**config.mk**
```make
export PLATFORM = sky130hd
export DESIGN_NAME = upload_stream_deframer
export DESIGN_NICKNAME = d
export VERILOG_FILES = /design/src/rtl/usd_pkg.sv /design/src/rtl/upload_stream_deframer.sv /design/src/rtl/usd_front.sv /design/src/rtl/usd_queue.sv /design/src/rtl/usd_back.sv
export SDC_FILE = /design/constraint.sdc
export NUM_CORES = 1
export LEC_CHECK = 0
export CAP_MARGIN = 20
export CORE_AREA = 3 3 301 303
export CTS_CLUSTER_DIAMETER = 50
export CTS_CLUSTER_SIZE = 40
export DETAILED_ROUTE_END_ITERATION = 10
export DIE_AREA = 0 0 304 306
export DONT_BUFFER_PORTS = 1
export PLACE_DENSITY_LB_ADDON = 0.1
export SLEW_MARGIN = 20
export SYNTH_ARGS = -nofsm -noshare
export SYNTH_HDL_FRONTEND = slang
export SYNTH_HIERARCHICAL = 1
export SYNTH_SLANG_ARGS = --single-unit
```
**constraint.sdc**
```tcl
create_clock -name clk -period 4.6 [get_ports clk]
set_clock_uncertainty 0.2 [all_clocks]
set_input_delay 0.23 -clock clk [delete_from_list [all_inputs] [get_ports clk]]
set_output_delay 0.23 -clock clk [all_outputs]
set_load 0.01 [all_outputs]
```
**src/rtl/usd_pkg.sv**
```systemverilog
// Shared types, codes and constants for the upload stream deframer.
// No dependencies; imported by every module of the block.
`timescale 1ns / 1ps

package usd_pkg;

    // Header layout and queue sizing
    localparam int unsigned USD_HDR_BYTES   = 12;
    localparam int unsigned USD_QUEUE_DEPTH = 4;

    // Register reset values
    localparam logic [31:0] USD_MAGIC_RESET      = 32'd0;
    localparam logic [15:0] USD_VERSION_RESET    = 16'd1;
    localparam logic [16:0] USD_MAX_PAY_RESET    = 17'd4096;
    localparam logic [15:0] USD_TYPE_BEGIN_RESET = 16'd1;
    localparam logic [15:0] USD_TYPE_CHUNK_RESET = 16'd2;
    localparam logic [15:0] USD_TYPE_END_RESET   = 16'd3;

    // Configuration register indexes
    typedef enum logic [2:0] {
        REG_MAGIC      = 3'd0,
        REG_VERSION    = 3'd1,
        REG_MAX_PAY    = 3'd2,
        REG_TYPE_BEGIN = 3'd3,
        REG_TYPE_CHUNK = 3'd4,
        REG_TYPE_END   = 3'd5
    } usd_reg_t;

    // Deframer phase
    typedef enum logic [2:0] {
        PH_IDLE      = 3'd0,
        PH_BEGIN_PAY = 3'd1,
        PH_CHUNK_HDR = 3'd2,
        PH_CHUNK_PAY = 3'd3,
        PH_END_HDR   = 3'd4
    } usd_phase_t;

    // Result kinds
    typedef enum logic [1:0] {
        KIND_PAYLOAD  = 2'd0,
        KIND_BEGUN    = 2'd1,
        KIND_COMPLETE = 2'd2,
        KIND_ERROR    = 2'd3
    } usd_kind_t;

    // Error codes
    typedef enum logic [2:0] {
        ERR_NONE      = 3'd0,
        ERR_MAGIC     = 3'd1,
        ERR_VERSION   = 3'd2,
        ERR_TOO_LONG  = 3'd3,
        ERR_TYPE      = 3'd4,
        ERR_CHUNK_LEN = 3'd5,
        ERR_BEGIN_LEN = 3'd6,
        ERR_END_LEN   = 3'd7
    } usd_err_t;

    // Register set seen by the front end
    typedef struct packed {
        logic [31:0] magic_word;
        logic [15:0] protocol_version;
        logic [16:0] max_payload;
        logic [15:0] type_begin;
        logic [15:0] type_chunk;
        logic [15:0] type_end;
    } usd_cfg_t;

    // Compact result item held in the queue; data is the byte or the size
    typedef struct packed {
        usd_kind_t   kind;
        logic [31:0] data;
        logic        last;
        usd_err_t    err;
    } usd_item_t;

endpackage

```
**src/rtl/upload_stream_deframer.sv**
```systemverilog
// Top level of the upload stream deframer: configuration registers and wiring.
// Depends on usd_pkg, usd_front, usd_queue and usd_back.
`timescale 1ns / 1ps

// The block takes one stream byte per cycle while in_ready is high and gives
// at most one result item per byte, in order: the front end checks headers
// and tracks the transfer, the result waits in a queue of QUEUE_DEPTH items
// and leaves through a registered output stage. in_ready stays high as long
// as the queue has room, so a sink that takes a result every cycle sees a
// sustained rate of one byte per cycle; in_ready falls only once QUEUE_DEPTH
// results are waiting behind a stalled sink. Register writes take effect at
// the next header check and should be made while no result is outstanding.
module upload_stream_deframer #(
    parameter int unsigned QUEUE_DEPTH = usd_pkg::USD_QUEUE_DEPTH
) (
    input  logic        clk,
    input  logic        rst_n,
    input  logic        in_valid,
    output logic        in_ready,
    input  logic [7:0]  stream_byte,
    output logic        out_valid,
    input  logic        out_ready,
    output logic [1:0]  result_kind,
    output logic [7:0]  payload_byte,
    output logic        last_of_transfer,
    output logic [31:0] transfer_size,
    output logic [2:0]  error_code,
    input  logic        cfg_we,
    input  logic [2:0]  cfg_index,
    input  logic [31:0] cfg_data
);
    import usd_pkg::*;

    usd_cfg_t  cfg_reg;
    usd_item_t front_item;
    usd_item_t head_item;
    logic      take;
    logic      push;
    logic      pop;
    logic      head_valid;
    logic      full;

    // Configuration registers
    always_ff @(posedge clk or negedge rst_n)
    begin
        if (!rst_n)
        begin
            cfg_reg.magic_word       <= USD_MAGIC_RESET;
            cfg_reg.protocol_version <= USD_VERSION_RESET;
            cfg_reg.max_payload      <= USD_MAX_PAY_RESET;
            cfg_reg.type_begin       <= USD_TYPE_BEGIN_RESET;
            cfg_reg.type_chunk       <= USD_TYPE_CHUNK_RESET;
            cfg_reg.type_end         <= USD_TYPE_END_RESET;
        end
        else if (cfg_we)
        begin
            unique case (usd_reg_t'(cfg_index))
                REG_MAGIC:      cfg_reg.magic_word       <= cfg_data;
                REG_VERSION:    cfg_reg.protocol_version <= cfg_data[15:0];
                REG_MAX_PAY:    cfg_reg.max_payload      <= cfg_data[16:0];
                REG_TYPE_BEGIN: cfg_reg.type_begin       <= cfg_data[15:0];
                REG_TYPE_CHUNK: cfg_reg.type_chunk       <= cfg_data[15:0];
                REG_TYPE_END:   cfg_reg.type_end         <= cfg_data[15:0];
                default: ;
            endcase
        end
    end

    // Take a byte whenever the queue has room
    assign in_ready = !full;
    assign take     = in_valid && in_ready;

    usd_front u_front (
        .clk         (clk),
        .rst_n       (rst_n),
        .cfg         (cfg_reg),
        .take        (take),
        .stream_byte (stream_byte),
        .push        (push),
        .item        (front_item)
    );

    usd_queue #(
        .DEPTH (QUEUE_DEPTH)
    ) u_queue (
        .clk        (clk),
        .rst_n      (rst_n),
        .push       (push),
        .push_item  (front_item),
        .pop        (pop),
        .head_valid (head_valid),
        .head_item  (head_item),
        .full       (full)
    );

    usd_back u_back (
        .clk              (clk),
        .rst_n            (rst_n),
        .head_valid       (head_valid),
        .head_item        (head_item),
        .pop              (pop),
        .out_valid        (out_valid),
        .out_ready        (out_ready),
        .result_kind      (result_kind),
        .payload_byte     (payload_byte),
        .last_of_transfer (last_of_transfer),
        .transfer_size    (transfer_size),
        .error_code       (error_code)
    );

endmodule

```
**src/rtl/usd_front.sv**
```systemverilog
// Front end: takes stream bytes, collects and checks headers, tracks the transfer.
// Depends on usd_pkg; pushes classified result items into usd_queue.
`timescale 1ns / 1ps

module usd_front (
    input  logic             clk,
    input  logic             rst_n,
    input  usd_pkg::usd_cfg_t cfg,
    input  logic             take,
    input  logic [7:0]       stream_byte,
    output logic             push,
    output usd_pkg::usd_item_t item
);
    import usd_pkg::*;

    localparam logic [3:0] HDR_LAST = 4'(USD_HDR_BYTES - 1);

    usd_phase_t  phase_reg, phase_next;
    logic [3:0]  header_index_reg, header_index_next;
    logic [31:0] magic_reg, magic_next;
    logic [15:0] version_reg, version_next;
    logic [15:0] type_reg, type_next;
    logic [23:0] length_reg, length_next;
    logic [16:0] payload_left_reg, payload_left_next;
    logic [31:0] transfer_left_reg, transfer_left_next;

    logic        hdr_last;
    logic [31:0] length_full;
    logic [31:0] size_shift;
    logic        pay_last;
    usd_err_t    hdr_err;

    // Header and counter conditions for the current byte
    assign hdr_last    = (header_index_reg == HDR_LAST);
    assign length_full = {length_reg, stream_byte};
    assign size_shift  = {transfer_left_reg[23:0], stream_byte};
    assign pay_last    = (payload_left_reg == 17'd1);

    // Check the completed header; the first failure wins
    always_comb
    begin
        hdr_err = ERR_NONE;
        if (magic_reg != cfg.magic_word)
        begin
            hdr_err = ERR_MAGIC;
        end
        else if (version_reg != cfg.protocol_version)
        begin
            hdr_err = ERR_VERSION;
        end
        else if (length_full > {15'd0, cfg.max_payload})
        begin
            hdr_err = ERR_TOO_LONG;
        end
        else if (phase_reg == PH_CHUNK_HDR)
        begin
            if (type_reg != cfg.type_chunk)
                hdr_err = ERR_TYPE;
            else if (length_full == 32'd0 || length_full > transfer_left_reg)
                hdr_err = ERR_CHUNK_LEN;
        end
        else if (phase_reg == PH_END_HDR)
        begin
            if (type_reg != cfg.type_end)
                hdr_err = ERR_TYPE;
            else if (length_full != 32'd0)
                hdr_err = ERR_END_LEN;
        end
        else
        begin
            if (type_reg != cfg.type_begin)
                hdr_err = ERR_TYPE;
            else if (length_full != 32'd4)
                hdr_err = ERR_BEGIN_LEN;
        end
    end

    // Next phase
    always_comb
    begin
        phase_next = phase_reg;
        if (take)
        begin
            unique case (phase_reg) inside
                PH_BEGIN_PAY:
                begin
                    if (pay_last)
                        phase_next = (size_shift == 32'd0) ? PH_END_HDR : PH_CHUNK_HDR;
                end
                PH_CHUNK_PAY:
                begin
                    if (pay_last)
                        phase_next = (transfer_left_reg == 32'd1) ? PH_END_HDR
                                                                  : PH_CHUNK_HDR;
                end
                PH_IDLE, PH_CHUNK_HDR, PH_END_HDR:
                begin
                    if (hdr_last)
                    begin
                        if (hdr_err != ERR_NONE)
                            phase_next = PH_IDLE;
                        else if (phase_reg == PH_CHUNK_HDR)
                            phase_next = PH_CHUNK_PAY;
                        else if (phase_reg == PH_END_HDR)
                            phase_next = PH_IDLE;
                        else
                            phase_next = PH_BEGIN_PAY;
                    end
                end
                default: phase_next = PH_IDLE;
            endcase
        end
    end

    // Datapath updates and result items
    always_comb
    begin
        header_index_next  = header_index_reg;
        magic_next         = magic_reg;
        version_next       = version_reg;
        type_next          = type_reg;
        length_next        = length_reg;
        payload_left_next  = payload_left_reg;
        transfer_left_next = transfer_left_reg;
        push               = 1'b0;
        item.kind          = KIND_PAYLOAD;
        item.data          = 32'd0;
        item.last          = 1'b0;
        item.err           = ERR_NONE;
        if (take)
        begin
            unique case (phase_reg) inside
                PH_BEGIN_PAY:
                begin
                    transfer_left_next = size_shift;
                    payload_left_next  = payload_left_reg - 17'd1;
                    if (pay_last)
                    begin
                        push      = 1'b1;
                        item.kind = KIND_BEGUN;
                        item.data = size_shift;
                    end
                end
                PH_CHUNK_PAY:
                begin
                    payload_left_next  = payload_left_reg - 17'd1;
                    transfer_left_next = transfer_left_reg - 32'd1;
                    push      = 1'b1;
                    item.kind = KIND_PAYLOAD;
                    item.data = {24'd0, stream_byte};
                    item.last = (transfer_left_reg == 32'd1);
                end
                PH_IDLE, PH_CHUNK_HDR, PH_END_HDR:
                begin
                    // Shift the byte into its header field, clearing at the first byte
                    if (header_index_reg == 4'd0)
                    begin
                        magic_next   = {24'd0, stream_byte};
                        version_next = 16'd0;
                        type_next    = 16'd0;
                        length_next  = 24'd0;
                    end
                    else if (header_index_reg < 4'd4)
                        magic_next = {magic_reg[23:0], stream_byte};
                    else if (header_index_reg < 4'd6)
                        version_next = {version_reg[7:0], stream_byte};
                    else if (header_index_reg < 4'd8)
                        type_next = {type_reg[7:0], stream_byte};
                    else
                        length_next = {length_reg[15:0], stream_byte};

                    header_index_next = header_index_reg + 4'd1;
                    if (hdr_last)
                    begin
                        header_index_next = 4'd0;
                        if (hdr_err != ERR_NONE)
                        begin
                            // Drop the transfer
                            payload_left_next  = 17'd0;
                            transfer_left_next = 32'd0;
                            push      = 1'b1;
                            item.kind = KIND_ERROR;
                            item.err  = hdr_err;
                        end
                        else if (phase_reg == PH_CHUNK_HDR)
                        begin
                            payload_left_next = length_full[16:0];
                        end
                        else if (phase_reg == PH_END_HDR)
                        begin
                            transfer_left_next = 32'd0;
                            push      = 1'b1;
                            item.kind = KIND_COMPLETE;
                        end
                        else
                        begin
                            payload_left_next  = 17'd4;
                            transfer_left_next = 32'd0;
                        end
                    end
                end
                default:
                begin
                    header_index_next = 4'd0;
                end
            endcase
        end
    end

    // Hold state between items
    always_ff @(posedge clk or negedge rst_n)
    begin
        if (!rst_n)
        begin
            phase_reg         <= PH_IDLE;
            header_index_reg  <= 4'd0;
            magic_reg         <= 32'd0;
            version_reg       <= 16'd0;
            type_reg          <= 16'd0;
            length_reg        <= 24'd0;
            payload_left_reg  <= 17'd0;
            transfer_left_reg <= 32'd0;
        end
        else
        begin
            phase_reg         <= phase_next;
            header_index_reg  <= header_index_next;
            magic_reg         <= magic_next;
            version_reg       <= version_next;
            type_reg          <= type_next;
            length_reg        <= length_next;
            payload_left_reg  <= payload_left_next;
            transfer_left_reg <= transfer_left_next;
        end
    end

endmodule

```
**src/rtl/usd_queue.sv**
```systemverilog
// Result queue between front end and back end: a small circular buffer.
// Depends on usd_pkg for the item type.
`timescale 1ns / 1ps

module usd_queue #(
    parameter int unsigned DEPTH = usd_pkg::USD_QUEUE_DEPTH
) (
    input  logic               clk,
    input  logic               rst_n,
    input  logic               push,
    input  usd_pkg::usd_item_t push_item,
    input  logic               pop,
    output logic               head_valid,
    output usd_pkg::usd_item_t head_item,
    output logic               full
);
    import usd_pkg::*;

    localparam int unsigned PTR_W = (DEPTH > 1) ? $clog2(DEPTH) : 1;
    localparam int unsigned CNT_W = $clog2(DEPTH + 1);
    localparam logic [PTR_W-1:0] PTR_LAST = PTR_W'(DEPTH - 1);
    localparam logic [CNT_W-1:0] CNT_FULL = CNT_W'(DEPTH);

    usd_item_t        entries_reg [DEPTH];
    logic [PTR_W-1:0] wr_ptr_reg, wr_ptr_next;
    logic [PTR_W-1:0] rd_ptr_reg, rd_ptr_next;
    logic [CNT_W-1:0] count_reg, count_next;

    assign head_valid = (count_reg != '0);
    assign full       = (count_reg == CNT_FULL);
    assign head_item  = entries_reg[rd_ptr_reg];

    // Advance pointers and fill count
    always_comb
    begin
        wr_ptr_next = wr_ptr_reg;
        rd_ptr_next = rd_ptr_reg;
        count_next  = count_reg;
        if (push)
            wr_ptr_next = (wr_ptr_reg == PTR_LAST) ? '0 : wr_ptr_reg + PTR_W'(1);
        if (pop)
            rd_ptr_next = (rd_ptr_reg == PTR_LAST) ? '0 : rd_ptr_reg + PTR_W'(1);
        if (push && !pop)
            count_next = count_reg + CNT_W'(1);
        else if (pop && !push)
            count_next = count_reg - CNT_W'(1);
    end

    always_ff @(posedge clk or negedge rst_n)
    begin
        if (!rst_n)
        begin
            wr_ptr_reg <= '0;
            rd_ptr_reg <= '0;
            count_reg  <= '0;
        end
        else
        begin
            wr_ptr_reg <= wr_ptr_next;
            rd_ptr_reg <= rd_ptr_next;
            count_reg  <= count_next;
        end
    end

    // Store pushed items
    always_ff @(posedge clk)
    begin
        if (push)
            entries_reg[wr_ptr_reg] <= push_item;
    end

endmodule

```
**src/rtl/usd_back.sv**
```systemverilog
// Back end: takes items from the queue into the output register and expands them.
// Depends on usd_pkg for the item type and result kinds.
`timescale 1ns / 1ps

module usd_back (
    input  logic               clk,
    input  logic               rst_n,
    input  logic               head_valid,
    input  usd_pkg::usd_item_t head_item,
    output logic               pop,
    output logic               out_valid,
    input  logic               out_ready,
    output logic [1:0]         result_kind,
    output logic [7:0]         payload_byte,
    output logic               last_of_transfer,
    output logic [31:0]        transfer_size,
    output logic [2:0]         error_code
);
    import usd_pkg::*;

    logic      valid_reg;
    usd_item_t item_reg;

    // Load when the output register is empty or being taken
    assign pop = head_valid && (!valid_reg || out_ready);

    always_ff @(posedge clk or negedge rst_n)
    begin
        if (!rst_n)
            valid_reg <= 1'b0;
        else if (pop)
            valid_reg <= 1'b1;
        else if (out_ready)
            valid_reg <= 1'b0;
    end

    always_ff @(posedge clk)
    begin
        if (pop)
            item_reg <= head_item;
    end

    // Expand the held item onto the result fields
    assign out_valid        = valid_reg;
    assign result_kind      = item_reg.kind;
    assign payload_byte     = (item_reg.kind == KIND_PAYLOAD) ? item_reg.data[7:0] : 8'd0;
    assign last_of_transfer = (item_reg.kind == KIND_PAYLOAD) ? item_reg.last : 1'b0;
    assign transfer_size    = (item_reg.kind == KIND_BEGUN) ? item_reg.data : 32'd0;
    assign error_code       = (item_reg.kind == KIND_ERROR) ? item_reg.err : ERR_NONE;

endmodule

```
==> flow_summary_export.csv, run 1 <==
group,metric,value,unit
final_layout,sequential_cell_area,0.0123,mm2
clock_network,insertion_delay,0.62,ns
grt,busiest_layer,"met2",
grt,use_met2,0.232,
worst_setup_path,setup.worst_path.end_class,"flip-flop",
sta,setup_ws,0.313,ns
detailed_routing,dr.pass1.iters,5,
worst_setup_path,critPathKind,"flip-flop to flip-flop",
sta,slew_headroom,0.282,
grt,grt_max_degree,266,
final_layout,multi_input_area,0.00870,mm2
worst_setup_path,crit_end,"u_queue/count_reg[1]",
yosys,synth.most_common_cell,"dfrtp_1",
worst_setup_path,ff2ff_setup_slack,0.31,ns
yosys,synth.distinct_cells,78,
detailed_routing,routed_wl,70400,um
run,timing.max_cap.violations,0,
worst_hold_path,hp-class,"input port to asynchronous set/reset pin",
grt,grt_pass1_vias,15539,
yosys,ys_ff_latch,455,
worst_setup_path,reg2regPathDepth,15,
grt,grt.total_usage,0.151,
yosys,yosys_most_used_dff,"dfrtp_1",
clock_network,clkTransAtPathRegs,0.06,ns
clock_network,cts_buffers,71,
floorplanning,io_pins,96,
sta,holdWs,-0.872,ns
sta,maxSlewViolCount,0,
outcome,failed_checks,"hold timing",
clock_network,cts_buffer_depth,3,
yosys,syn-num-nets,1878,
floorplanning,rows,109,
worst_setup_path,critPathArrivalTime,4.56,ns
sta,tightest_slew,1.07,ns
worst_setup_path,critPathRequiredTime,4.87,ns
yosys,ys_top_cells_by_area,"dfrtp_1 29%, edfxtp_1 26%, mux2_2 4.5%",
yosys,synthArstFlopShare,0.582,
yosys,yosys_warnings,6,
yosys,synth-edff-count,190,
placement,gp_congestion,0.781,
yosys,synth_top_cell_area_share,0.295,
power,power.total,0.0157,W
detailed_routing,ant_nets,0,
final_layout,areaGrowthSynthToFinish,20.0,%
power,p_leak,10.2,nW
grt,antenna_found_initial,11,
sta,min_period_over_period,0.932,
final_layout,nets,1957,
floorplanning,floorplan.initialDensity,0.249,
sta,fin_crit,4.29,ns
outcome,outcome,"finished with violations",
placement,pre_cts_ws,0.298,ns
power,powerDensity,597,mW/mm2
detailed_routing,drtIter0Drc,1100,
final_layout,num-fill-cells,8995,
clock_network,cts_tree,"built",
clock_network,cts_root_buf,"clkbuf_16",
floorplanning,die_x,304,um
detailed_routing,vias_per_cell,4.86,
clock_network,cts_hold_buffers,42,
yosys,syn_area_per_cell,12.4,um2
placement,port_buffers,0,
worst_setup_path,path_max_fanout,4,
worst_setup_path,slowest_stage,"or4_1",
detailed_routing,routedWlPerCell,22.9,um
sta,rsz0062_at_grt,"no",
sta,hold_viol,265,
yosys,synth_area_leader_cell,"dfrtp_1",
worst_setup_path,cp-startpoint,"u_front/transfer_left_reg[5]",
final_layout,largest_register_ffs,152,
detailed_routing,vias,14939,
clock_network,post_cts_buffers,0,
sta,fin_tns_setup,0,ns
worst_setup_path,r2r_end,"u_queue/count_reg[1]",
worst_setup_path,path_cells,"inv_1 -> ha_1 -> nand4_1 -> or4_1 -> clkinv_1 -> nand2_1 -> a2111oi_0 -> buf_4 -> or2_1 -> a31oi_1 -> or2_1 -> ha_1 -> inv_1 -> fa_1 -> mux2_2",
clock_network,h-tree-depth,3,
yosys,synth_common_cells,"259 x dfrtp_1, 190 x edfxtp_1, 161 x nand2_1",
grt,gr-total-overflow,0,
detailed_routing,drc,0,
sta,max_freq,233,MHz
grt,grt_pass1_wl,106000,um
clock_network,cts_resized,0,
yosys,synth_area,0.0220,mm2
final_layout,drive_gt1_frac,0.197,
clock_network,clock-sinks,455,
grt,use_met1,0.215,
worst_setup_path,start_kind,"flip-flop",
floorplanning,core,0.0882,mm2
yosys,ys_seq_area_frac,0.562,
worst_setup_path,critPathMaxStageDelay,0.62,ns
grt,grt_use_met3,0.0280,
sta,setup_viol,0,
yosys,syn_inst,1768,
placement,hpwl,46200,um
worst_setup_path,reg2reg_from,"u_front/transfer_left_reg[5]",
floorplanning,die-area,0.0930,mm2
floorplanning,dieHeight,306,um
final_layout,final_util,0.299,
power,vdd_ir_drop_max,270,uV
==> final cells by class <==
| type | count | area share |
|---|---|---|
| multi-input cells | 1118 | 0.330 |
| diodes | 3 | 0.000285 |
| clock buffers | 77 | 0.0690 |
| well taps | 1165 | 0.0553 |
| clock inverters | 54 | 0.0270 |
| inverters | 91 | 0.0130 |
| flip-flops and latches | 455 | 0.468 |
| repair buffers | 110 | 0.0373 |
==> worst max-delay path, delay by kind of cell (launching register included) <==
family | cells | cell delay, ns
flip-flops | 1 | 0.41
buffers and inverters | 4 | 0.41
AO/OA/AOI/OAI | 2 | 0.54
multiplexers | 1 | 0.26
AND/OR/NAND/NOR | 5 | 1.39
adder cells (fa/ha/maj) | 3 | 0.95
==> stage by stage <==
| step | hold WS [ns] | area [um2] | std cells |
|---|---|---|---|
| 2_1_floorplan | -0.266 | 22000 | 1768 |
| 3_3_place_gp | -0.246 | 23400 | 2896 |
| 3_5_place_dp | -0.247 | 23400 | 2896 |
| 4_1_cts | -0.918 | 26400 | 3069 |
| 5_1_grt | -0.905 | 26400 | 3072 |
| 6_report | -0.872 | 26400 | 3073 |
==> how the worst min path moves through the flow <==
stage / from / endpoint / slack (ns) / depth (start not counted)
global route: rst_n / cfg_reg[79] / -0.91 / 0
detailed placement: rst_n / cfg_reg[79] / -0.25 / 0
CTS: rst_n / u_front/version_reg[10] / -0.92 / 0
finish: rst_n / cfg_reg[79] / -0.87 / 0
floorplan: rst_n / cfg_reg[100] / -0.27 / 0
global placement: rst_n / cfg_reg[79] / -0.25 / 0
==> layer usage <==
| metal | share of wire | wire (um) | vias up |
|---|---|---|---|
| li1 | - | - | 6763 |
| met3 | 0.051 | 3620 | 115 |
| met2 | 0.45 | 31300 | 417 |
| met1 | 0.48 | 33500 | 7640 |
| met4 | 0.027 | 1920 | 4 |
| met5 | 0.00038 | 27 | - |
==> kinds of logic (layout without fill, tap and decap cells) <==
group / count (synthesis) / after routing / share of synthesized area
fa+ha+maj: 62 / 62 / 0.0356
xor+xnor: 103 / 103 / 0.0411
mux: 160 / 160 / 0.106
compound gates: 280 / 280 / 0.0863
other cells: 0 / 3 / 0
buf+inv: 195 / 332 / 0.0434
simple gates: 513 / 513 / 0.125
flops: 455 / 455 / 0.562
==> cell usage in the layout, fill, tap and decap left out, types with 32 or more instances in the layout <==
master | Yosys | layout
a21oi_1 | 54 | 54
and2_1 | 38 | 33
and3_1 | 33 | 33
buf_4 | 5 | 63
clkbuf_16 | 0 | 71
dfrtp_1 | 259 | 257
dlygate4sd3_1 | 0 | 42
edfxtp_1 | 190 | 190
ha_1 | 61 | 61
inv_1 | 89 | 89
mux2_2 | 87 | 87
mux4_2 | 38 | 38
nand2_1 | 161 | 161
nand3_1 | 35 | 35
nand4_1 | 41 | 41
nor2_1 | 38 | 38
nor3_1 | 43 | 42
nor4_1 | 51 | 50
o21ai_0 | 68 | 68
o22ai_1 | 32 | 32
xnor2_1 | 67 | 67
xor2_1 | 36 | 36
==> power by group <==
part | switching, W | internal, W | leakage, nW
registers | 0.000959 | 0.00519 | 4.93
clock network | 0.00218 | 0.00357 | 1.22
logic | 0.00216 | 0.00168 | 4.08
total | 0.00529 | 0.0104 | 10.2
Power figures use the tool's default switching activity.
==> run 2: changes to the inputs <==
--- a/config.mk
+++ b/config.mk
@@ -8,10 +8,10 @@
 export CAP_MARGIN = 20
 export CORE_AREA = 3 3 301 303
 export CTS_CLUSTER_DIAMETER = 50
-export CTS_CLUSTER_SIZE = 40
 export DETAILED_ROUTE_END_ITERATION = 10
 export DIE_AREA = 0 0 304 306
 export DONT_BUFFER_PORTS = 1
+export GPL_ROUTABILITY_DRIVEN = 0
 export PLACE_DENSITY_LB_ADDON = 0.1
 export SLEW_MARGIN = 20
 export SYNTH_ARGS = -nofsm -noshare
==> constraint.sdc (replaced) <==
create_clock -name clk -period 4.3 [get_ports clk]
set_clock_uncertainty 0.2 [all_clocks]
set_input_delay 0.215 -clock clk [delete_from_list [all_inputs] [get_ports clk]]
set_output_delay 0.215 -clock clk [all_outputs]
set_load 0.01 [all_outputs]
==> run 2 against run 1 <==
Compared with the run above:
- the flow still finishes with violations (hold timing)
- die area is the same
- critical path type unchanged
- utilization grew 1.1 points
- non-clock buffer count grew 59
- critical path depth is the same
- maximum frequency grew 4.8%
- global-route usage grew 0.22 points
- via count grew 1.5%
- clock power grew 17%
==> flow_summary_export.csv, run 2 (synthesis results as in run 1) <==
group,metric,value,unit
outcome,outcome,"finished with violations",
outcome,failed_checks,"hold timing",
placement,pre_cts_ws,-0.185,ns
sta,setup_ws,0.208,ns
sta,slew_headroom,0.266,
final_layout,most-common-layout-cells,"257 x dfrtp_1, 190 x edfxtp_1, 161 x nand2_1",
worst_setup_path,start_kind,"flip-flop",
worst_setup_path,crit_family,"simple AND/OR/NAND/NOR gates",
worst_setup_path,path_max_fanout,3,
detailed_routing,routed_wl,71700,um
placement,port_buffers,0,
detailed_routing,drc,0,
final_layout,final_cells,3153,
clock_network,cts_hold_buffers,58,
detailed_routing,wl_met1,33300,um
detailed_routing,dr.pass1.iters,5,
grt,gr-total-overflow,0,
detailed_routing,routed.top_layer,"met5",
placement,dp_cells,2940,
worst_setup_path,slowest_stage,"or4_1",
floorplanning,floorplan.initialDensity,0.249,
sta,maxSlewViolCount,0,
detailed_routing,met3WireLength,3910,um
sta,holdWs,-0.907,ns
worst_setup_path,critPathMaxStageDelay,0.60,ns
final_layout,num-fill-cells,8826,
power,powerDensity,651,mW/mm2
grt,grt_pass1_vias,15409,
final_layout,final_common_cell,"dfrtp_1",
grt,antenna_found_initial,17,
placement,hpwl,47900,um
sta,fin_crit,4.09,ns
floorplanning,core,0.0882,mm2
detailed_routing,vias,15164,
power,power.total,0.0178,W
final_layout,nets,2024,
final_layout,drive_gt1_frac,0.222,
clock_network,insertion_delay,0.63,ns
grt,grt_max_degree,266,
floorplanning,io_pins,96,
detailed_routing,routedWlPerCell,22.8,um
clock_network,clkTransAtPathRegs,0.05,ns
worst_hold_path,hp-class,"input port to asynchronous set/reset pin",
worst_setup_path,path_cells,"inv_1 -> ha_1 -> nand4_1 -> or4_1 -> clkinv_1 -> nand2_1 -> a2111oi_2 -> buf_4 -> or2_1 -> a31oi_4 -> or2_4 -> ha_1 -> inv_1 -> fa_1 -> mux2_2",
clock_network,cts_buffers,79,
detailed_routing,wl_met2,32900,um
sta,setup_viol,0,
sta,hold_viol,265,
detailed_routing,drtIter0Drc,984,
power,p_leak,10.7,nW
detailed_routing,vias_per_cell,4.81,
worst_setup_path,critPathBufInv,4,
worst_setup_path,critPathArrivalTime,4.39,ns
final_layout,largest_register_ffs,152,
grt,grt_pass1_wl,107000,um
worst_setup_path,critPathRequiredTime,4.60,ns
sta,tightest_slew,1.10,ns
worst_setup_path,critPathKind,"flip-flop to flip-flop",
final_layout,areaGrowthSynthToFinish,24.3,%
floorplanning,dieHeight,306,um
sta,rsz0062_at_grt,"no",
sta,min_period_over_period,0.952,
floorplanning,die-area,0.0930,mm2
floorplanning,die_x,304,um
clock_network,cts_root_buf,"clkbuf_16",
sta,max_freq,244,MHz
floorplanning,rows,109,
detailed_routing,ant_nets,0,
run,timing.max_cap.violations,0,
worst_setup_path,setup.worst_path.end_class,"flip-flop",
clock_network,clock-sinks,455,
clock_network,cts_tree,"built",
grt,grt.total_usage,0.153,
clock_network,cts_buffer_depth,3,
power,vdd_ir_drop_max,253,uV
clock_network,h-tree-depth,3,
-- run 2: layout make-up --
cell class              instances  area (um2)  area share
diodes                          7        17.5    0.000641
clock buffers                  97        2170      0.0793
clock inverters                51         709      0.0260
inverters                      91         342      0.0125
multi-input cells            1118        8760       0.321
flip-flops and latches        455       12300       0.452
well taps                    1165        1460      0.0534
repair buffers                169        1510      0.0553
-- run 2: power by group --
group / internal, W / switching [W]
clock network: 0.00436 / 0.00238
logic: 0.00205 / 0.00245
registers: 0.00556 / 0.000989
total: 0.0120 / 0.00582
-- run 2: metal layers --
| layer | GRT usage | vias to the layer above |
|---|---|---|
| met5 | 0 | - |
| met2 | 0.240 | 366 |
| met1 | 0.211 | 7772 |
| li1 | - | 6910 |
| met4 | 0.0384 | 8 |
| met3 | 0.0373 | 108 |
-- run 2: worst paths after layout --
| path | from | endpoint | slack [ns] | depth (start not counted) |
|---|---|---|---|---|
| worst min register to register | u_queue/count_reg[2] | u_queue/count_reg[2] | 0.28 | 1 |
| worst min-delay path | rst_n | u_front/version_reg[14] | -0.91 | 0 |
| max in group asynchronous | rst_n | u_queue/rd_ptr_reg[0] | 3.96 | 0 |
| worst max-delay path | u_front/transfer_left_reg[6] | u_queue/count_reg[1] | 0.21 | 15 |
| min in group clk | cfg_index[0] | cfg_reg[11] | 0.01 | 2 |
| worst max register to register | u_front/transfer_left_reg[6] | u_queue/count_reg[1] | 0.21 | 15 |
-- run 2: what timing repair did --
action	in CTS	in global routing
endpoints found under the hold margin	464	265
buffers inserted	0	0
endpoints found under the setup margin	142	49
resized for setup	4	5
pin swaps	0	2
-- run 2: through the flow --
stage / utilization / setup TNS [ns] / instance area, um2
2_1_floorplan: - / 0 / 22000
3_3_place_gp: 0.269 / -2.38 / 23800
3_5_place_dp: 0.270 / -7.18 / 23800
5_1_grt: 0.309 / 0 / 27300
4_1_cts: 0.309 / 0 / 27300
6_report: 0.310 / 0 / 27300
-- run 2: worst register-to-register path: cells and delay by family, from the launching register on --
kind	cells	cell delay, ns
buf+inv	4	0.39
mux	1	0.26
flops	1	0.36
compound gates	2	0.49
fa+ha+maj	3	0.91
simple gates	5	1.35
==> run 3: changes to the inputs <==
--- a/config.mk
+++ b/config.mk
@@ -12,7 +12,8 @@
 export DIE_AREA = 0 0 304 306
 export DONT_BUFFER_PORTS = 1
 export GPL_ROUTABILITY_DRIVEN = 0
-export PLACE_DENSITY_LB_ADDON = 0.1
+export PLACE_DENSITY = 0.48
+export REMOVE_ABC_BUFFERS = 1
 export SLEW_MARGIN = 20
 export SYNTH_ARGS = -nofsm -noshare
 export SYNTH_HDL_FRONTEND = slang
==> run 3 against run 2 <==
Compared with the run above:
- the run still ends with hold timing left
- routed wire length down 11%
- total power down 12%
- sequential power fell by 0.8%
- via count down 1.6%
- combinational power shrank 6.9%
- final cell count shrank 2.8%
- non-clock buffer count down 52
- final area fell by 4.9%
- critical path type unchanged
- highest routed layer unchanged
==> flow_summary_export.csv, run 3 (synthesis results as in run 1) <==
group,metric,value,unit
clock_network,cts_buffers,60,
sta,tightest_slew,1.13,ns
final_layout,multi_input_area,0.00875,mm2
floorplanning,dieHeight,306,um
floorplanning,rows,109,
sta,min_period_over_period,0.941,
final_layout,sequential_cell_area,0.0123,mm2
final_layout,nets,1953,
clock_network,clock-sinks,455,
clock_network,h-tree-depth,2,
power,vdd_ir_drop_max,326,uV
final_layout,num-fill-cells,8940,
sta,fin_tns_setup,0,ns
floorplanning,floorplan.initialDensity,0.249,
final_layout,drive_gt1_frac,0.193,
sta,maxSlewViolCount,0,
sta,fin_crit,4.05,ns
run,timing.max_cap.violations,0,
worst_setup_path,critPathMaxStageDelay,0.57,ns
final_layout,largest_register_ffs,152,
clock_network,cts_tree,"built",
final_layout,final_common_cell,"dfrtp_1",
power,powerDensity,602,mW/mm2
clock_network,cts_root_buf,"clkbuf_16",
worst_setup_path,crit_family,"simple AND/OR/NAND/NOR gates",
placement,hpwl,41800,um
sta,hold_viol,265,
detailed_routing,ant_nets,0,
worst_setup_path,start_kind,"flip-flop",
worst_setup_path,critPathKind,"flip-flop to flip-flop",
detailed_routing,drtIter0Drc,1304,
detailed_routing,vias,14928,
clock_network,clkTransAtPathRegs,0.06,ns
clock_network,insertion_delay,0.63,ns
floorplanning,die-area,0.0930,mm2
clock_network,cts_hold_buffers,48,
power,p_leak,10.0,nW
sta,holdWs,-0.884,ns
sta,slew_headroom,0.242,
detailed_routing,dr.pass1.iters,5,
detailed_routing,routedWlPerCell,20.7,um
final_layout,most-common-layout-cells,"258 x dfrtp_1, 190 x edfxtp_1, 161 x nand2_1",
worst_setup_path,path_max_fanout,4,
clock_network,cts_buffer_depth,3,
floorplanning,die_x,304,um
worst_setup_path,critPathArrivalTime,4.34,ns
sta,max_freq,247,MHz
final_layout,areaGrowthSynthToFinish,18.2,%
placement,port_buffers,0,
outcome,outcome,"finished with violations",
worst_setup_path,path_cells,"inv_1 -> ha_1 -> nand4_1 -> or4_4 -> clkinv_1 -> nand2_1 -> a2111oi_2 -> or2_1 -> a31oi_2 -> or2_1 -> ha_1 -> inv_1 -> fa_1 -> mux2_2",
detailed_routing,drc,0,
clock_network,post_cts_buffers,0,
grt,grt_pass1_wl,96900,um
grt,grt_max_degree,266,
grt,grt.total_usage,0.133,
grt,antenna_found_initial,10,
grt,gr-total-overflow,0,
worst_setup_path,ff2ff_setup_slack,0.25,ns
detailed_routing,vias_per_cell,4.87,
sta,setup_viol,0,
worst_setup_path,critPathBufInv,3,
grt,grt_pass1_vias,14967,
worst_hold_path,hp-class,"input port to asynchronous set/reset pin",
detailed_routing,routed_wl,63500,um
outcome,failed_checks,"hold timing",
worst_setup_path,critPathRequiredTime,4.60,ns
floorplanning,io_pins,96,
worst_setup_path,setup.worst_path.end_class,"flip-flop",
floorplanning,core,0.0882,mm2
worst_setup_path,slowest_stage,"or4_4",
## run 3: layout make-up
class | instances | area share
sequential | 455 | 0.475
clock inverter | 41 | 0.0165
clock buffer | 73 | 0.0608
multi-input combinational | 1118 | 0.337
timing repair buffer | 117 | 0.0405
tap | 1165 | 0.0561
inverter | 91 | 0.0132
antenna | 6 | 0.000578
## run 3: layer usage
metal,share of wire,up-vias,track usage
li1,-,6737,-
met1,0.45,7602,0.186
met2,0.44,485,0.203
met3,0.081,98,0.0384
met4,0.022,6,0.0344
met5,0.00065,-,0
## run 3: final timing paths
path | to | from | depth (start not counted)
hold reg to reg | u_queue/count_reg[2] | u_queue/count_reg[2] | 1
max in group asynchronous | u_front/transfer_left_reg[24] | rst_n | 0
setup reg to reg | u_queue/count_reg[1] | u_front/transfer_left_reg[5] | 14
hold / removal | cfg_reg[100] | rst_n | 0
min in group clk | cfg_reg[39] | cfg_we | 2
setup / recovery | u_queue/count_reg[1] | u_front/transfer_left_reg[5] | 14
## run 3: per-stage QoR
step	utilization	cell area [um2]	setup WS, ns	power, W	instances
6_report	0.294	26000	0.252	0.0156	3066
2_1_floorplan	-	21400	-0.262	0.00917	1664
3_5_place_dp	0.265	23400	0.109	0.0107	2898
5_1_grt	0.294	26000	-0.00230	0.0165	3061
4_1_cts	0.294	25900	0.0598	0.0158	3060
3_3_place_gp	0.265	23400	0.214	0.0106	2897
## run 3: worst register-to-register path: cells and delay by family (launching register included)
| kind | cells | cell delay, ns |
|---|---|---|
| muxes | 1 | 0.27 |
| AOI/OAI and AO/OA | 2 | 0.53 |
| DFF | 1 | 0.40 |
| and+or+nand+nor | 5 | 1.33 |
| buffers and inverters | 3 | 0.25 |
| adders and majority gates | 3 | 0.95 |
## run 3: where the power goes
group	internal, W	switching (W)
clock network	0.00291	0.00204
logic	0.00187	0.00233
registers	0.00556	0.000941
total	0.0103	0.00531
## run 3: repair_timing
action	CTS	global route
resized for setup	0	8
endpoints found under the hold margin	464	265
setup endpoints to repair	0	61
